===== src/rtl/cle_pkg.sv =====
// Package: character codes, result bundle and status types for the comment extractor.
package cle_pkg;

  localparam logic [7:0] CH_SLASH  = 8'h2F;
  localparam logic [7:0] CH_STAR   = 8'h2A;
  localparam logic [7:0] CH_DQUOTE = 8'h22;
  localparam logic [7:0] CH_SQUOTE = 8'h27;
  localparam logic [7:0] CH_BSLASH = 8'h5C;

  localparam int MAX_RESULTS = 3;

  typedef logic [1:0] count_t;

  typedef struct packed {
    count_t     count;
    logic [7:0] b0;
    logic [7:0] b1;
    logic [7:0] b2;
  } bundle_t;

  typedef struct packed {
    logic in_line_comment;
    logic held_valid;
    logic in_single_quote;
    logic in_double_quote;
  } status_t;

endpackage


===== src/rtl/cle_ifs.sv =====
// Interfaces: character input channel and comment output channel.
interface cle_in_if;
  logic       valid;
  logic       ready;
  logic [7:0] in_byte;
  logic       line_end;

  modport source (output valid, output in_byte, output line_end, input ready);
  modport sink (input valid, input in_byte, input line_end, output ready);
endinterface

interface cle_out_if;
  logic       valid;
  logic       ready;
  logic [7:0] out_byte;
  logic       run_last;

  modport source (output valid, output out_byte, output run_last, input ready);
  modport sink (input valid, input out_byte, input run_last, output ready);
endinterface


===== src/rtl/c_line_comment_extractor_unit.sv =====
// Top level: C line-comment extractor with one-byte lookahead and result register.
// Results of a transaction are registered and appear in the cycle after it is accepted.
// Throughput: one input per cycle when each yields at most one result and the output is
// ready; an input yielding several results stalls input until its last result is taken.
// Reset (rst, synchronous): clears all context, drops the lookahead byte and
// empties the result register; the next byte is taken as the start of a line.
module c_line_comment_extractor_unit (
  input  logic      clk,
  input  logic      rst,
  cle_in_if.sink    chars,
  cle_out_if.source comments
);

  cle_pkg::bundle_t bundle;
  cle_pkg::status_t status;
  logic             can_load;
  logic             accept;

  assign chars.ready = can_load;
  assign accept      = chars.valid && chars.ready;

  cle_step u_step (
    .clk      (clk),
    .rst      (rst),
    .accept   (accept),
    .in_byte  (chars.in_byte),
    .line_end (chars.line_end),
    .bundle   (bundle),
    .status   (status)
  );

  cle_outbuf u_outbuf (
    .clk      (clk),
    .rst      (rst),
    .load     (accept),
    .bundle   (bundle),
    .can_load (can_load),
    .dst      (comments)
  );

  a_line_no_held: assert property (@(posedge clk) disable iff (rst)
    !(status.in_line_comment && status.held_valid))
    else $error("line comment active with a held byte");

  a_quotes_exclusive: assert property (@(posedge clk) disable iff (rst)
    !(status.in_single_quote && status.in_double_quote))
    else $error("both quote flags set");

  a_stall_needs_output: assert property (@(posedge clk) disable iff (rst)
    !chars.ready |-> comments.valid && !comments.run_last || !comments.ready)
    else $error("input stalled without pending results");

  a_multi_result_follow: assert property (@(posedge clk) disable iff (rst)
    comments.valid && comments.ready && !comments.run_last |=> comments.valid)
    else $error("transaction results broken apart");

endmodule


===== src/rtl/cle_step.sv =====
// Context tracking and per-transaction result bundle generation.
module cle_step (
  input  logic             clk,
  input  logic             rst,
  input  logic             accept,
  input  logic [7:0]       in_byte,
  input  logic             line_end,
  output cle_pkg::bundle_t bundle,
  output cle_pkg::status_t status
);

  logic       in_block_comment, in_block_comment_next;
  logic       in_line_comment, in_line_comment_next;
  logic       in_single_quote, in_single_quote_next;
  logic       in_double_quote, in_double_quote_next;
  logic       held_valid, held_valid_next;
  logic [7:0] held_byte, held_byte_next;
  logic       held_at_line_start, held_at_line_start_next;
  logic [7:0] byte_before_held, byte_before_held_next;
  logic [7:0] previous_byte;
  logic       at_line_start, at_line_start_next;
  logic       quiet;
  logic       no_escape;

  always_comb begin
    in_block_comment_next   = in_block_comment;
    in_line_comment_next    = in_line_comment;
    in_single_quote_next    = in_single_quote;
    in_double_quote_next    = in_double_quote;
    held_valid_next         = held_valid;
    held_byte_next          = held_byte;
    held_at_line_start_next = held_at_line_start;
    byte_before_held_next   = byte_before_held;
    at_line_start_next      = at_line_start;
    bundle.count            = '0;
    bundle.b0               = in_byte;
    bundle.b1               = cle_pkg::CH_SLASH;
    bundle.b2               = in_byte;
    quiet     = !in_single_quote && !in_double_quote && !in_block_comment;
    no_escape = byte_before_held != cle_pkg::CH_BSLASH;

    if (in_line_comment) begin
      bundle.count = 2'd1;
    end else if (held_valid) begin
      held_valid_next = 1'b0;
      if (held_byte == cle_pkg::CH_SLASH && in_byte == cle_pkg::CH_STAR && quiet) begin
        in_block_comment_next = 1'b1;
      end else if (held_byte == cle_pkg::CH_STAR && in_byte == cle_pkg::CH_SLASH) begin
        in_block_comment_next = 1'b0;
      end else if (held_byte == cle_pkg::CH_SLASH && in_byte == cle_pkg::CH_SLASH && quiet) begin
        in_line_comment_next = 1'b1;
        bundle.count         = line_end ? 2'd3 : 2'd2;
        bundle.b0            = cle_pkg::CH_SLASH;
      end else begin
        if (held_byte == cle_pkg::CH_DQUOTE && !in_block_comment &&
            (held_at_line_start || (no_escape && !in_single_quote))) begin
          in_double_quote_next = !in_double_quote;
        end
        if (held_byte == cle_pkg::CH_SQUOTE && !in_block_comment &&
            (held_at_line_start || (no_escape && !in_double_quote))) begin
          in_single_quote_next = !in_single_quote;
        end
        if (!line_end) begin
          held_valid_next         = 1'b1;
          held_byte_next          = in_byte;
          held_at_line_start_next = at_line_start;
          byte_before_held_next   = previous_byte;
        end
      end
    end else if (!line_end) begin
      held_valid_next         = 1'b1;
      held_byte_next          = in_byte;
      held_at_line_start_next = at_line_start;
      byte_before_held_next   = previous_byte;
    end

    if (line_end) begin
      in_line_comment_next = 1'b0;
      in_single_quote_next = 1'b0;
      in_double_quote_next = 1'b0;
      held_valid_next      = 1'b0;
      at_line_start_next   = 1'b1;
    end else begin
      at_line_start_next = 1'b0;
    end

    if (!accept) begin
      bundle.count = '0;
    end
  end

  always_ff @(posedge clk) begin
    if (rst) begin
      in_block_comment   <= 1'b0;
      in_line_comment    <= 1'b0;
      in_single_quote    <= 1'b0;
      in_double_quote    <= 1'b0;
      held_valid         <= 1'b0;
      held_byte          <= '0;
      held_at_line_start <= 1'b0;
      byte_before_held   <= '0;
      previous_byte      <= '0;
      at_line_start      <= 1'b1;
    end else if (accept) begin
      in_block_comment   <= in_block_comment_next;
      in_line_comment    <= in_line_comment_next;
      in_single_quote    <= in_single_quote_next;
      in_double_quote    <= in_double_quote_next;
      held_valid         <= held_valid_next;
      held_byte          <= held_byte_next;
      held_at_line_start <= held_at_line_start_next;
      byte_before_held   <= byte_before_held_next;
      previous_byte      <= in_byte;
      at_line_start      <= at_line_start_next;
    end
  end

  assign status.in_line_comment = in_line_comment;
  assign status.held_valid      = held_valid;
  assign status.in_single_quote = in_single_quote;
  assign status.in_double_quote = in_double_quote;

endmodule


===== src/rtl/cle_outbuf.sv =====
// Result register: up to three bytes of one transaction, drained one per cycle when ready.
module cle_outbuf (
  input  logic             clk,
  input  logic             rst,
  input  logic             load,
  input  cle_pkg::bundle_t bundle,
  output logic             can_load,
  cle_out_if.source        dst
);

  cle_pkg::count_t remaining;
  logic [7:0]      slot [cle_pkg::MAX_RESULTS];
  logic            take;

  assign take     = dst.valid && dst.ready;
  assign can_load = (remaining == 2'd0) || (remaining == 2'd1 && dst.ready);

  always_ff @(posedge clk) begin
    if (rst) begin
      remaining <= '0;
    end else if (load) begin
      remaining <= bundle.count;
    end else if (take) begin
      remaining <= remaining - 2'd1;
    end
  end

  always_ff @(posedge clk) begin
    if (load) begin
      slot[0] <= bundle.b0;
      slot[1] <= bundle.b1;
      slot[2] <= bundle.b2;
    end else if (take) begin
      slot[0] <= slot[1];
      slot[1] <= slot[2];
    end
  end

  assign dst.valid    = remaining != 2'd0;
  assign dst.out_byte = slot[0];
  assign dst.run_last = remaining == 2'd1;

endmodule

===== src/flat_wrapper.sv =====
// flat-port wrapper written by rule: the top's interface ports become plain ports
module c_line_comment_extractor_unit_flat 
  (clk, rst, chars_valid, chars_in_byte, chars_line_end, chars_ready, comments_valid, comments_out_byte, comments_run_last, comments_ready);
  cle_in_if chars_i ();
  cle_out_if comments_i ();
  input  logic clk;
  input  logic rst;
  input wire logic [$bits(chars_i.valid)-1:0] chars_valid;
  input wire logic [$bits(chars_i.in_byte)-1:0] chars_in_byte;
  input wire logic [$bits(chars_i.line_end)-1:0] chars_line_end;
  output wire logic [$bits(chars_i.ready)-1:0] chars_ready;
  output wire logic [$bits(comments_i.valid)-1:0] comments_valid;
  output wire logic [$bits(comments_i.out_byte)-1:0] comments_out_byte;
  output wire logic [$bits(comments_i.run_last)-1:0] comments_run_last;
  input wire logic [$bits(comments_i.ready)-1:0] comments_ready;
  assign chars_i.valid = chars_valid;
  assign chars_i.in_byte = chars_in_byte;
  assign chars_i.line_end = chars_line_end;
  assign chars_ready = chars_i.ready;
  assign comments_valid = comments_i.valid;
  assign comments_out_byte = comments_i.out_byte;
  assign comments_run_last = comments_i.run_last;
  assign comments_i.ready = comments_ready;
  c_line_comment_extractor_unit u_core (.clk(clk), .rst(rst), .chars(chars_i), .comments(comments_i));
endmodule

===== config.mk =====
export PLATFORM = sky130hd
export DESIGN_NAME = c_line_comment_extractor_unit_flat
export DESIGN_NICKNAME = d
export VERILOG_FILES = /design/src/rtl/cle_pkg.sv /design/src/rtl/cle_ifs.sv /design/src/rtl/c_line_comment_extractor_unit.sv /design/src/rtl/cle_step.sv /design/src/rtl/cle_outbuf.sv /design/src/flat_wrapper.sv
export SDC_FILE = /design/constraint.sdc
export NUM_CORES = 1
export LEC_CHECK = 0
export BUFFER_PORTS_ARGS = -buffer_cell sky130_fd_sc_hd__buf_2
export CAP_MARGIN = 20
export CELL_PAD_IN_SITES_DETAIL_PLACEMENT = 1
export CELL_PAD_IN_SITES_GLOBAL_PLACEMENT = 1
export CORE_MARGIN = 3
export CORE_UTILIZATION = 46
export DETAILED_ROUTE_END_ITERATION = 7
export PLACE_DENSITY = 0.88
export REMOVE_ABC_BUFFERS = 1
export SYNTH_ARGS = -nofsm -noshare
export SYNTH_HDL_FRONTEND = slang
export SYNTH_SLANG_ARGS = --single-unit

===== constraint.sdc =====
create_clock -name clk -period 3.9 [get_ports clk]
set_clock_uncertainty 0.15 [all_clocks]
set_input_delay 0.195 -clock clk [delete_from_list [all_inputs] [get_ports clk]]
set_output_delay 0.195 -clock clk [all_outputs]
set_load 0.02 [all_outputs]

# Word-level counts from Yosys, hierarchy flattened
# Memories as Yosys holds them, arrays and structs flattened.
# Index checks and enable logic that the tools add are counted.
# totals
wordCells,125
memories,1
register_bits,33
inputBits,13
ramBits,24
rom_bits,0
latchBits,0
# classes
bitwise,3
mux,60
n_mul,0
n_div,0
magnitude_cmp,0
reduce_logical,34
n_addsub,1
eq_ne,15
shifts,0
# mem_list
name,words,width,rd,rd_clocked_by_memory_dff,write_ports,line,source
u_core.u_outbuf.slot,3,8,3,0,3,cle_outbuf.sv:12,logic [7:0] slot [cle_pkg::MAX_RESULTS];
# op_table
op,n
2-to-1 mux 8 bit,13
== test 8 x 6 -> 1 bit (second input constant),6
2-to-1 mux 1 bit,40
2-to-1 mux 10 bit,4
logical AND 1 bit,16
!= test 2 bit (second input constant),7
AND reduction 7 bit,2
nonzero test 2 bit,6
!= test 8 x 7 -> 1 bit (second input constant),1
2-to-1 mux 2 bit,3
AND reduction 5 bit,1
AND reduction 4 bit,1
zero test 1 bit,3
logical OR 1 bit,3
== test 2 x 1 -> 1 bit (second input constant),1
zero test 2 bit,1
OR 1 bit,2
AND reduction 2 bit,1
subtractor 2 x 1 -> 2 bit (second input constant),1
inverter 1 bit,1

# Logic depth before layout (Yosys ltp)
# Gate-level depths: netlist (run 1).
# depth
depth_word,11
mapped_depth,9
depth_no_buf,8

# Hierarchy
# From an unflattened synthesis (run 1), not the netlist that was laid out.
# hier_totals
hier_cells,257
area_unflattened_um2,2871.5
# by_module_without_submodules
mod,cells_per_inst,instances,area_each_um2
cle_step,187,1,1681.6
cle_outbuf,69,1,1183.6
c_line_comment_extractor_unit,1,1,6.3

# Least setup slack after synthesis (run 1)
# No wires, ideal clock.
# synth_timing
path_kind,reg2reg
from,register u_core.u_outbuf.remaining[0]
to,memory u_core.u_outbuf.slot[0][3] (data pin)
t_required_ps,3490
setup_time_ps,260
synth_period_minus_slack_ps,2367
path_slack_ps,1533
path_buffers,2
stages_incl_launch_ff,8
arrival_ps,1957
cell_sequence,dfxtp_1 inv_1 ha_1 mux2_2 and2_1 clkbuf_1 buf_2 mux2_2
# synth_rtl
element,line,source
"start, declared",cle_outbuf.sv:11,cle_pkg::count_t remaining;
"start signal, assigned",cle_outbuf.sv:22,remaining <= bundle.count;
"start signal, assigned",cle_outbuf.sv:24,remaining <= remaining - 2'd1;
"end, declared",cle_outbuf.sv:12,

# Worst setup path in the final report (run 1)
# layout_timing
from,register u_core.u_outbuf.remaining[0]
to,register u_core.u_outbuf.remaining[0]
# layout_between
elab_chain_len,5
# layout_rtl
element
branches (longest 5 deep; another with subtractor 2 x 1 -> 2 bit)
# Parallel ways; which one is timed is not known. The select of a mux whose other input is x is not followed.
# A chain may end at the register's enable or synchronous reset.

==> results of run 1 <==
-- sequential cells by signal, summed over array words and instances (netlist names) --
name and count:
u_core.u_step.at_line_start 1, u_core.u_step.held_byte 8, u_core.u_step.in_single_quote 1, u_core.u_step.held_at_line_start 1, u_core.u_step.in_block_comment 1, u_core.u_step.byte_before_held 8, u_core.u_step.in_line_comment 1, u_core.u_step.previous_byte 8
u_core.u_step.held_valid 1, u_core.u_outbuf.remaining 2, u_core.u_step.in_double_quote 1, u_core.u_outbuf.slot 24
-- power groups by stage --
stage	Clock (mW)	Sequential (mW)	Combinational [mW]
floorplan	0	0.757	0.155
global placement	0	0.738	0.248
detailed placement	0	0.743	0.259
CTS	0.463	0.730	0.266
global route	0.493	0.736	0.289
finish	0.451	0.731	0.265
-- logic make-up after synthesis --
group                      count (synthesis)  synth area share
DFF                                       57             0.529
muxes                                     26             0.104
AOI/OAI and AO/OA                         26            0.0628
xor gates and xnor gates                   2           0.00672
buffers and inverters                     25            0.0599
adders and majority gates                  2           0.00959
and+or+nand+nor                           90             0.227
-- routing by layer --
layer,up-vias,track usage,part of all wire
met2,44,0.327,0.51
met3,12,0.0765,0.046
met5,-,0,0
li1,823,-,-
met1,847,0.214,0.43
met4,0,0.0676,0.016
-- worst register-to-register path, stage by stage (launching register included) --
cell and delay [ns]:
sky130_fd_sc_hd__dfxtp_1 0.38, sky130_fd_sc_hd__inv_1 0.07, sky130_fd_sc_hd__ha_1 0.24, sky130_fd_sc_hd__a21o_1 0.18, sky130_fd_sc_hd__nand2_1 0.46, sky130_fd_sc_hd__inv_1 0.52, sky130_fd_sc_hd__nand2b_1 0.23, sky130_fd_sc_hd__a21oi_1 0.06
sky130_fd_sc_hd__a2111oi_0 0.32
-- cell type report --
class                      instances  area share
clock inverter                     5     0.00777
tap                               70      0.0302
multi-input combinational        146       0.369
inverter                           6     0.00777
clock buffer                      11      0.0453
timing repair buffer              30      0.0630
sequential                        57       0.476
-- final timing paths --
kind / cells after the start / startpoint / slack, ns / to
worst min-delay path: 1 / chars_in_byte[7] / 0.02 / u_core.u_outbuf.slot[1][7]$_DFFE_PP_
worst max register to register: 8 / u_core.u_outbuf.remaining[0]$_SDFFE_PP0P_ / 1.18 / u_core.u_outbuf.remaining[0]$_SDFFE_PP0P_
worst min register to register: 1 / u_core.u_step.at_line_start$_SDFFE_PP1P_ / 0.30 / u_core.u_step.at_line_start$_SDFFE_PP1P_
worst max-delay path: 8 / u_core.u_outbuf.remaining[0]$_SDFFE_PP0P_ / 1.18 / u_core.u_outbuf.remaining[0]$_SDFFE_PP0P_
-- through the flow --
stage	utilization	worst slack [ns]	power, mW
2_1_floorplan	-	1.33	0.912
3_3_place_gp	0.506	1.33	0.985
3_5_place_dp	0.506	1.20	1.00
4_1_cts	0.547	1.19	1.46
5_1_grt	0.547	0.902	1.52
6_report	0.547	1.18	1.45
-- synthesized netlist by cell type (2+ instances only) --
cell type / number
sky130_fd_sc_hd__dfxtp_1: 33
sky130_fd_sc_hd__edfxtp_1: 24
sky130_fd_sc_hd__nand2b_1: 20
sky130_fd_sc_hd__or2b_2: 19
sky130_fd_sc_hd__nand2_1: 18
sky130_fd_sc_hd__mux2i_1: 17
sky130_fd_sc_hd__a21oi_1: 12
sky130_fd_sc_hd__buf_4: 10
sky130_fd_sc_hd__mux2_2: 9
sky130_fd_sc_hd__nor2_1: 8
sky130_fd_sc_hd__clkbuf_1: 6
sky130_fd_sc_hd__inv_1: 6
sky130_fd_sc_hd__and3_1: 4
sky130_fd_sc_hd__a21o_1: 3
sky130_fd_sc_hd__a2111oi_0: 2
sky130_fd_sc_hd__and2_1: 2
sky130_fd_sc_hd__ha_1: 2
sky130_fd_sc_hd__nand3_1: 2
sky130_fd_sc_hd__nand4_1: 2
sky130_fd_sc_hd__nand4b_1: 2
sky130_fd_sc_hd__o21ai_0: 2
sky130_fd_sc_hd__or2b_1: 2
sky130_fd_sc_hd__xnor2_1: 2
==> impl_results.md, run 1 <==
- Clock period minus final worst setup slack: 2.72 ns
- Cell at the root of the clock tree: sky130_fd_sc_hd__clkbuf_8
- Required @ worst endpoint: 3.97 ns
- Number of enable flip-flop cells after synthesis: 24
- Endpoint type of the worst setup path: flip-flop
- Routed length per placed instance: 17.2 microns
- Cell with the largest stage delay on the worst path: sky130_fd_sc_hd__inv_1
- Pint: 1.03 mW
- Top_reg_cell synth: sky130_fd_sc_hd__dfxtp_1
- Residual DRC count: 0
- Clk sink count: 57
- Share of the clock period used by the worst path: 0.698
- TritonCTS clock tree: done
- Clock latency on the worst-skew pair: 0.34 ns
- Total area of multi-input combinational cells: 1070 sq um
- Die Height: 81.3 microns
- Area taken by flip-flops and latches: 1380 sq um
- Area of the mapped netlist: 2610 sq um
- Sequential share of the synthesized area: 0.529
- Number of buffers added on ports: 23
- Kind of path behind the tightest hold check: input pin to flip-flop
- Critical path cell sequence: inv_1 > ha_1 > a21o_1 > nand2_1 > inv_1 > nand2b_1 > a21oi_1 > a2111oi_0
- Sequential cell fraction of total power: 0.505
- Max-cap viol count: 0
- Crit path arrival time: 2.80 ns
- Detailed-router iteration count before antenna repair: 4
- Clock slew at the register clock pins of the worst setup and hold paths: 0.06 ns
- Worst-Margin Slew: 0.725 ns
- Most frequent standard cell in the layout excluding fill and tap cells: sky130_fd_sc_hd__dfxtp_1
- Power density of the placed cells: 499 nW/um^2
- Number of buffers inserted for hold repair after clock tree synthesis: 6
- Number of setup buffers added after CTS: 0
- Antenna violations before repair: 0
- Largest net degree at the start of global routing: 48
- Number of global-route vias before repair: 1834
- Area delta synth->final: 11.1%
- Worst stage delay on the critical path: 0.51 ns
- Iteration-0 DRC Markers: 66
- Flip-flop and latch count after synthesis: 57
- Overflow left after global routing: 0
- Synthesized area divided by synthesized cell count: 11.4 sq um
- Clock share of power: 0.312
- Max clock buf depth: 2
- Category of the worst setup path launch point: flip-flop
- Number of max-slew violations in the final report: 0
- Antenna cell count: 0
- Effective utilization at floorplan: 0.492
- Hold_ws: 0.0210 ns
- Switching pwr: 418 uW
- Highest ir drop seen on vdd: 0.375 mV
- Die outline area: 6610 sq um
- Highest achievable clock rate: 0.367 GHz
- Fraction of layout cells with a size suffix above 1: 0.271
- Type of the worst setup path: flip-flop to flip-flop
- Synth Warn #: 0
- Detail-routed via count per cell: 5.31
- Run status: finished, final reports clean
- Leakage power: 1.05 nW
- Instance count of the mapped netlist: 228
- Fin nets: 265
- Sum of net half-perimeters after detailed placement: 3630 microns
- Die width: 81.3 microns
- Placed cell areas: 2690 sq um
- Antenna Violating Nets Remaining: 0
- GR Util All Layers: 0.191
- Switching power share of the total: 0.289
- Count of endpoints failing setup in the final report: 0
- Vias post-DR: 1726
- Placed Instances: 303
- Number of distinct standard cells referenced by the synthesized netlist: 44
- Critical-path maximum fanout: 21
- Dominant cell type by area after synthesis: sky130_fd_sc_hd__edfxtp_1
- Largest delay contributor family on the critical path: simple AND/OR/NAND/NOR gates
- Fraction of registers with async set/reset: 0
- Global-route wire length before repair: 9050 microns
- Final design instance area without fill: 2900 sq um
- CTS H-Tree Depth: 3
- IO Pins: 24
- Share of the synthesized area in the top cell type: 0.276
- Most Frequent Cell on Critical Path: sky130_fd_sc_hd__inv_1
- Drt total wl: 5600 microns
- Number of clock buffers inserted by TritonCTS: 9
- Number of hold violations in the final report: 0
- Top library cells by usage in the layout, fill and taps aside: sky130_fd_sc_hd__dfxtp_1 (33), sky130_fd_sc_hd__edfxtp_1 (24), sky130_fd_sc_hd__buf_2 (23), sky130_fd_sc_hd__nand2b_1 (20), sky130_fd_sc_hd__or2b_2 (19)
- Post-CTS resize count: 0
- Sum of negative setup slack: 0 ns
- Combinational power share: 0.183
- Worst relative slew slack: 0.517
- Core footprint: 5300 sq um
- Number of rows created at floorplan: 26
- Buffer and inverter count on the worst path: 2
- Final estimated routing congestion in global placement: 0.853
- Number of standard cells in the final layout excluding fillers: 325
- Top post-synthesis cells by area: sky130_fd_sc_hd__edfxtp_1 (28%), sky130_fd_sc_hd__dfxtp_1 (25%), sky130_fd_sc_hd__mux2i_1 (6.5%)
- Unrepaired setup endpoints after global routing: false
- Count of fill cells added during filler insertion: 574
No activity file was read; power rests on OpenSTA's default activity.
==> run 2: changes to the inputs <==
==> constraint.sdc (replaced) <==
create_clock -name clk -period 2.6 [get_ports clk]
set_clock_uncertainty 0.15 [all_clocks]
set_input_delay 0.13 -clock clk [delete_from_list [all_inputs] [get_ports clk]]
set_output_delay 0.13 -clock clk [all_outputs]
set_load 0.02 [all_outputs]
==> impl_results.md, run 2 (same netlist as run 1, synthesis figures left out) <==
- Combinational power share: 0.190 (+0.007)
- Clock share of power: 0.315 (+0.003)
- Largest net degree at the start of global routing: 48 (unchanged)
- Crit path arrival time: 2.22 ns (-0.58 ns)
- Drt total wl: 5970 microns (+6.7%)
- Number of standard cells in the final layout excluding fillers: 331 (+1.8%)
- Antenna violations before repair: 0 (unchanged)
- Clock slew at the register clock pins of the worst setup and hold paths: 0.06 ns (about the same)
- Detail-routed via count per cell: 5.32 (+0.24%)
- IO Pins: 24 (unchanged)
- Startpoint of the lowest-slack register-to-register path: u_core.u_outbuf.remaining[0]$_SDFFE_PP0P_
- Placed Instances: 307 (+1.3%)
- Number of rows created at floorplan: 26 (unchanged)
- Effective utilization at floorplan: 0.492 (unchanged)
- Worst stage delay on the critical path: 0.50 ns (about the same)
- CTS H-Tree Depth: 3 (unchanged)
- Hold_ws: 0.0579 ns (+0.0369 ns)
- Top library cells by usage in the layout, fill and taps aside: sky130_fd_sc_hd__dfxtp_1 (33), sky130_fd_sc_hd__edfxtp_1 (24), sky130_fd_sc_hd__buf_2 (23), sky130_fd_sc_hd__nand2b_1 (20), sky130_fd_sc_hd__or2b_2 (19)
- Count of endpoints failing setup in the final report: 0 (unchanged)
- Power density of the placed cells: 748 nW/um^2 (+50%)
- Number of global-route vias before repair: 1897 (+3.4%)
- Leakage power: 1.08 nW (+2.6%)
- Share of the clock period used by the worst path: 0.880 (+0.182)
- Pint: 1.60 mW (+55%)
- Unrepaired setup endpoints after global routing: false
- Number of max-slew violations in the final report: 0 (unchanged)
- Clock period minus final worst setup slack: 2.29 ns (-0.436 ns)
- Max-cap viol count: 0 (unchanged)
- R2R Setup Slk: 0.31 ns (-0.86 ns)
- Category of the worst setup path launch point: flip-flop
- Sum of net half-perimeters after detailed placement: 4040 microns (+11%)
- GR Util All Layers: 0.204 (+0.0126)
- Detailed-router iteration count before antenna repair: 4 (unchanged)
- Core footprint: 5300 sq um (unchanged)
- Area delta synth->final: 13.3%
- Clock latency on the worst-skew pair: 0.34 ns (about the same)
- Fin nets: 271 (+2.3%)
- Area taken by flip-flops and latches: 1380 sq um (unchanged)
- FF-to-FF End: u_core.u_outbuf.slot[0][3]$_DFFE_PP_
- Antenna Violating Nets Remaining: 0 (unchanged)
- Number of buffers added on ports: 23 (unchanged)
- Global-route wire length before repair: 9620 microns (+6.3%)
- TritonCTS clock tree: done
- Largest delay contributor family on the critical path: simple AND/OR/NAND/NOR gates
- Critical-path maximum fanout: 14 (-33%)
- Sequential cell fraction of total power: 0.495 (-0.010)
- Worst relative slew slack: 0.545 (+0.0284)
- Cell with the largest stage delay on the worst path: sky130_fd_sc_hd__and2_1
- Total design power: 2.21 mW (+53%)
- Buffer and inverter count on the worst path: 1 (-1)
- Overflow left after global routing: 0 (unchanged)
- Routed length per placed instance: 18.0 microns (+4.8%)
- Sum of negative setup slack: 0 ns (unchanged)
- Number of setup buffers added after CTS: 0 (unchanged)
- Vias post-DR: 1762 (+2.1%)
- Switching pwr: 617 uW (+47%)
- Number of hold violations in the final report: 0 (unchanged)
- Type of the worst setup path: flip-flop to flip-flop
- Run status: finished, final reports clean
- Kind of path behind the tightest hold check: input pin to flip-flop
- Die outline area: 6610 sq um (unchanged)
- Count of fill cells added during filler insertion: 587 (+2.3%)
- Fraction of layout cells with a size suffix above 1: 0.276 (+0.00527)
- Critical path cell sequence: inv_1 > ha_1 > a21o_1 > nand2_1 > and2_1 > mux2_2
- Cell at the root of the clock tree: sky130_fd_sc_hd__clkbuf_8
- Clk sink count: 57 (unchanged)
- Iteration-0 DRC Markers: 88 (+33%)
- Most used routing layer: met2
- Total area of multi-input combinational cells: 1070 sq um (unchanged)
- Switching power share of the total: 0.279 (-0.0103)
- Highest achievable clock rate: 0.437 GHz (+19%)
- Highest ir drop seen on vdd: 0.415 mV (+11%)
- Residual DRC count: 0 (unchanged)
- Largest register by flop count: u_core.u_outbuf.slot
- Max clock buf depth: 2 (unchanged)
- Die Height: 81.3 microns (unchanged)
- Met1 Resource Use GR: 0.208 (-0.00575)
- Endpoint type of the worst setup path: flip-flop
- Cells on worst reg2reg path: 6 (-2)
- GR met3 Demand/Resource: 0.0710 (-0.00554)
- Worst-Margin Slew: 0.682 ns (-0.0427 ns)
- Critical Path Start: u_core.u_outbuf.remaining[0]$_SDFFE_PP0P_
- Max FFs per register: 24 (unchanged)
- Number of logic stages on the critical path including buffering: 6 (-2)
- Required @ worst endpoint: 2.53 ns (-1.44 ns)
- Most frequent standard cell in the layout excluding fill and tap cells: sky130_fd_sc_hd__dfxtp_1
- Die width: 81.3 microns (unchanged)
- End of the critical path: u_core.u_outbuf.slot[0][3]$_DFFE_PP_
- Number of clock buffers inserted by TritonCTS: 9 (unchanged)
- Final estimated routing congestion in global placement: 0.783 (-8.2%)
- Met2 track demand over resource in global routing: 0.376 (+0.0489)
- Antenna cell count: 0 (unchanged)
[run 2: changes by cell type in the layout (fill, tap and decap cells not counted)]
cell / delta
sky130_fd_sc_hd__buf_4: +4
sky130_fd_sc_hd__clkbuf_1: +3
sky130_fd_sc_hd__clkbuf_8: +1
sky130_fd_sc_hd__clkinv_1: -2
sky130_fd_sc_hd__clkinv_2: -2
sky130_fd_sc_hd__dlygate4sd3_1: +2
[run 2: final cells by class]
class                   count  area share
multi-input cells         146       0.362
repair buffers             36      0.0787
clock inverters             1     0.00169
clock buffers              15      0.0529
flip-flops and latches     57       0.467
inverters                   6     0.00762
well taps                  70      0.0296
[run 2: metal layers]
| layer | routed length, microns | share of wire | vias to the layer above |
|---|---|---|---|
| met4 | 116 | 0.019 | 0 |
| met2 | 3250 | 0.54 | 39 |
| li1 | - | - | 836 |
| met1 | 2350 | 0.39 | 877 |
| met5 | 0 | 0 | - |
| met3 | 253 | 0.042 | 10 |
[run 2: worst reg2reg max path, cell delays in order (launching register included)]
cell                      delay [ns]
sky130_fd_sc_hd__dfxtp_1        0.38
sky130_fd_sc_hd__inv_1          0.06
sky130_fd_sc_hd__ha_1           0.23
sky130_fd_sc_hd__a21o_1         0.18
sky130_fd_sc_hd__nand2_1        0.11
sky130_fd_sc_hd__and2_1         0.50
sky130_fd_sc_hd__mux2_2         0.41
[run 2: worst min-delay path by stage]
stage | startpoint | depth (start not counted) | slack, ns | endpoint
2_1_floorplan | rst | 1 | 0.05 | u_core.u_step.in_block_comment$_SDFFE_PP0P_
3_3_place_gp | chars_in_byte[4] | 1 | 0.23 | u_core.u_outbuf.slot[1][4]$_DFFE_PP_
3_5_place_dp | chars_in_byte[1] | 1 | 0.24 | u_core.u_outbuf.slot[1][1]$_DFFE_PP_
4_1_cts | chars_line_end | 3 | 0.03 | u_core.u_outbuf.remaining[0]$_SDFFE_PP0P_
5_1_grt | chars_line_end | 3 | 0.08 | u_core.u_outbuf.remaining[0]$_SDFFE_PP0P_
6_report | chars_line_end | 3 | 0.06 | u_core.u_outbuf.remaining[0]$_SDFFE_PP0P_
[run 2: through the flow]
stage | setup WS [ns] | cell area (sq um) | utilization
after floorplan | 0.0336 | 2470 | -
after global placement | 0.445 | 2720 | 0.512
after detailed placement | 0.317 | 2720 | 0.512
after CTS | 0.299 | 2960 | 0.558
after global routing | 0.162 | 2960 | 0.558
final | 0.312 | 2960 | 0.558
[run 2: power groups by stage]
| stage | clock network, mW | logic (mW) | registers, mW |
|---|---|---|---|
| 2_1_floorplan | 0 | 0.232 | 1.14 |
| 3_3_place_gp | 0 | 0.392 | 1.10 |
| 3_5_place_dp | 0 | 0.411 | 1.11 |
| 4_1_cts | 0.713 | 0.424 | 1.10 |
| 5_1_grt | 0.756 | 0.461 | 1.10 |
| 6_report | 0.696 | 0.421 | 1.09 |
[run 2: timing repair]
item | 4_1_cts | 5_1_grt
gates resized for setup | 0 | 0
hold buffers | 8 | 0
endpoints found under the hold margin | 22 | 0
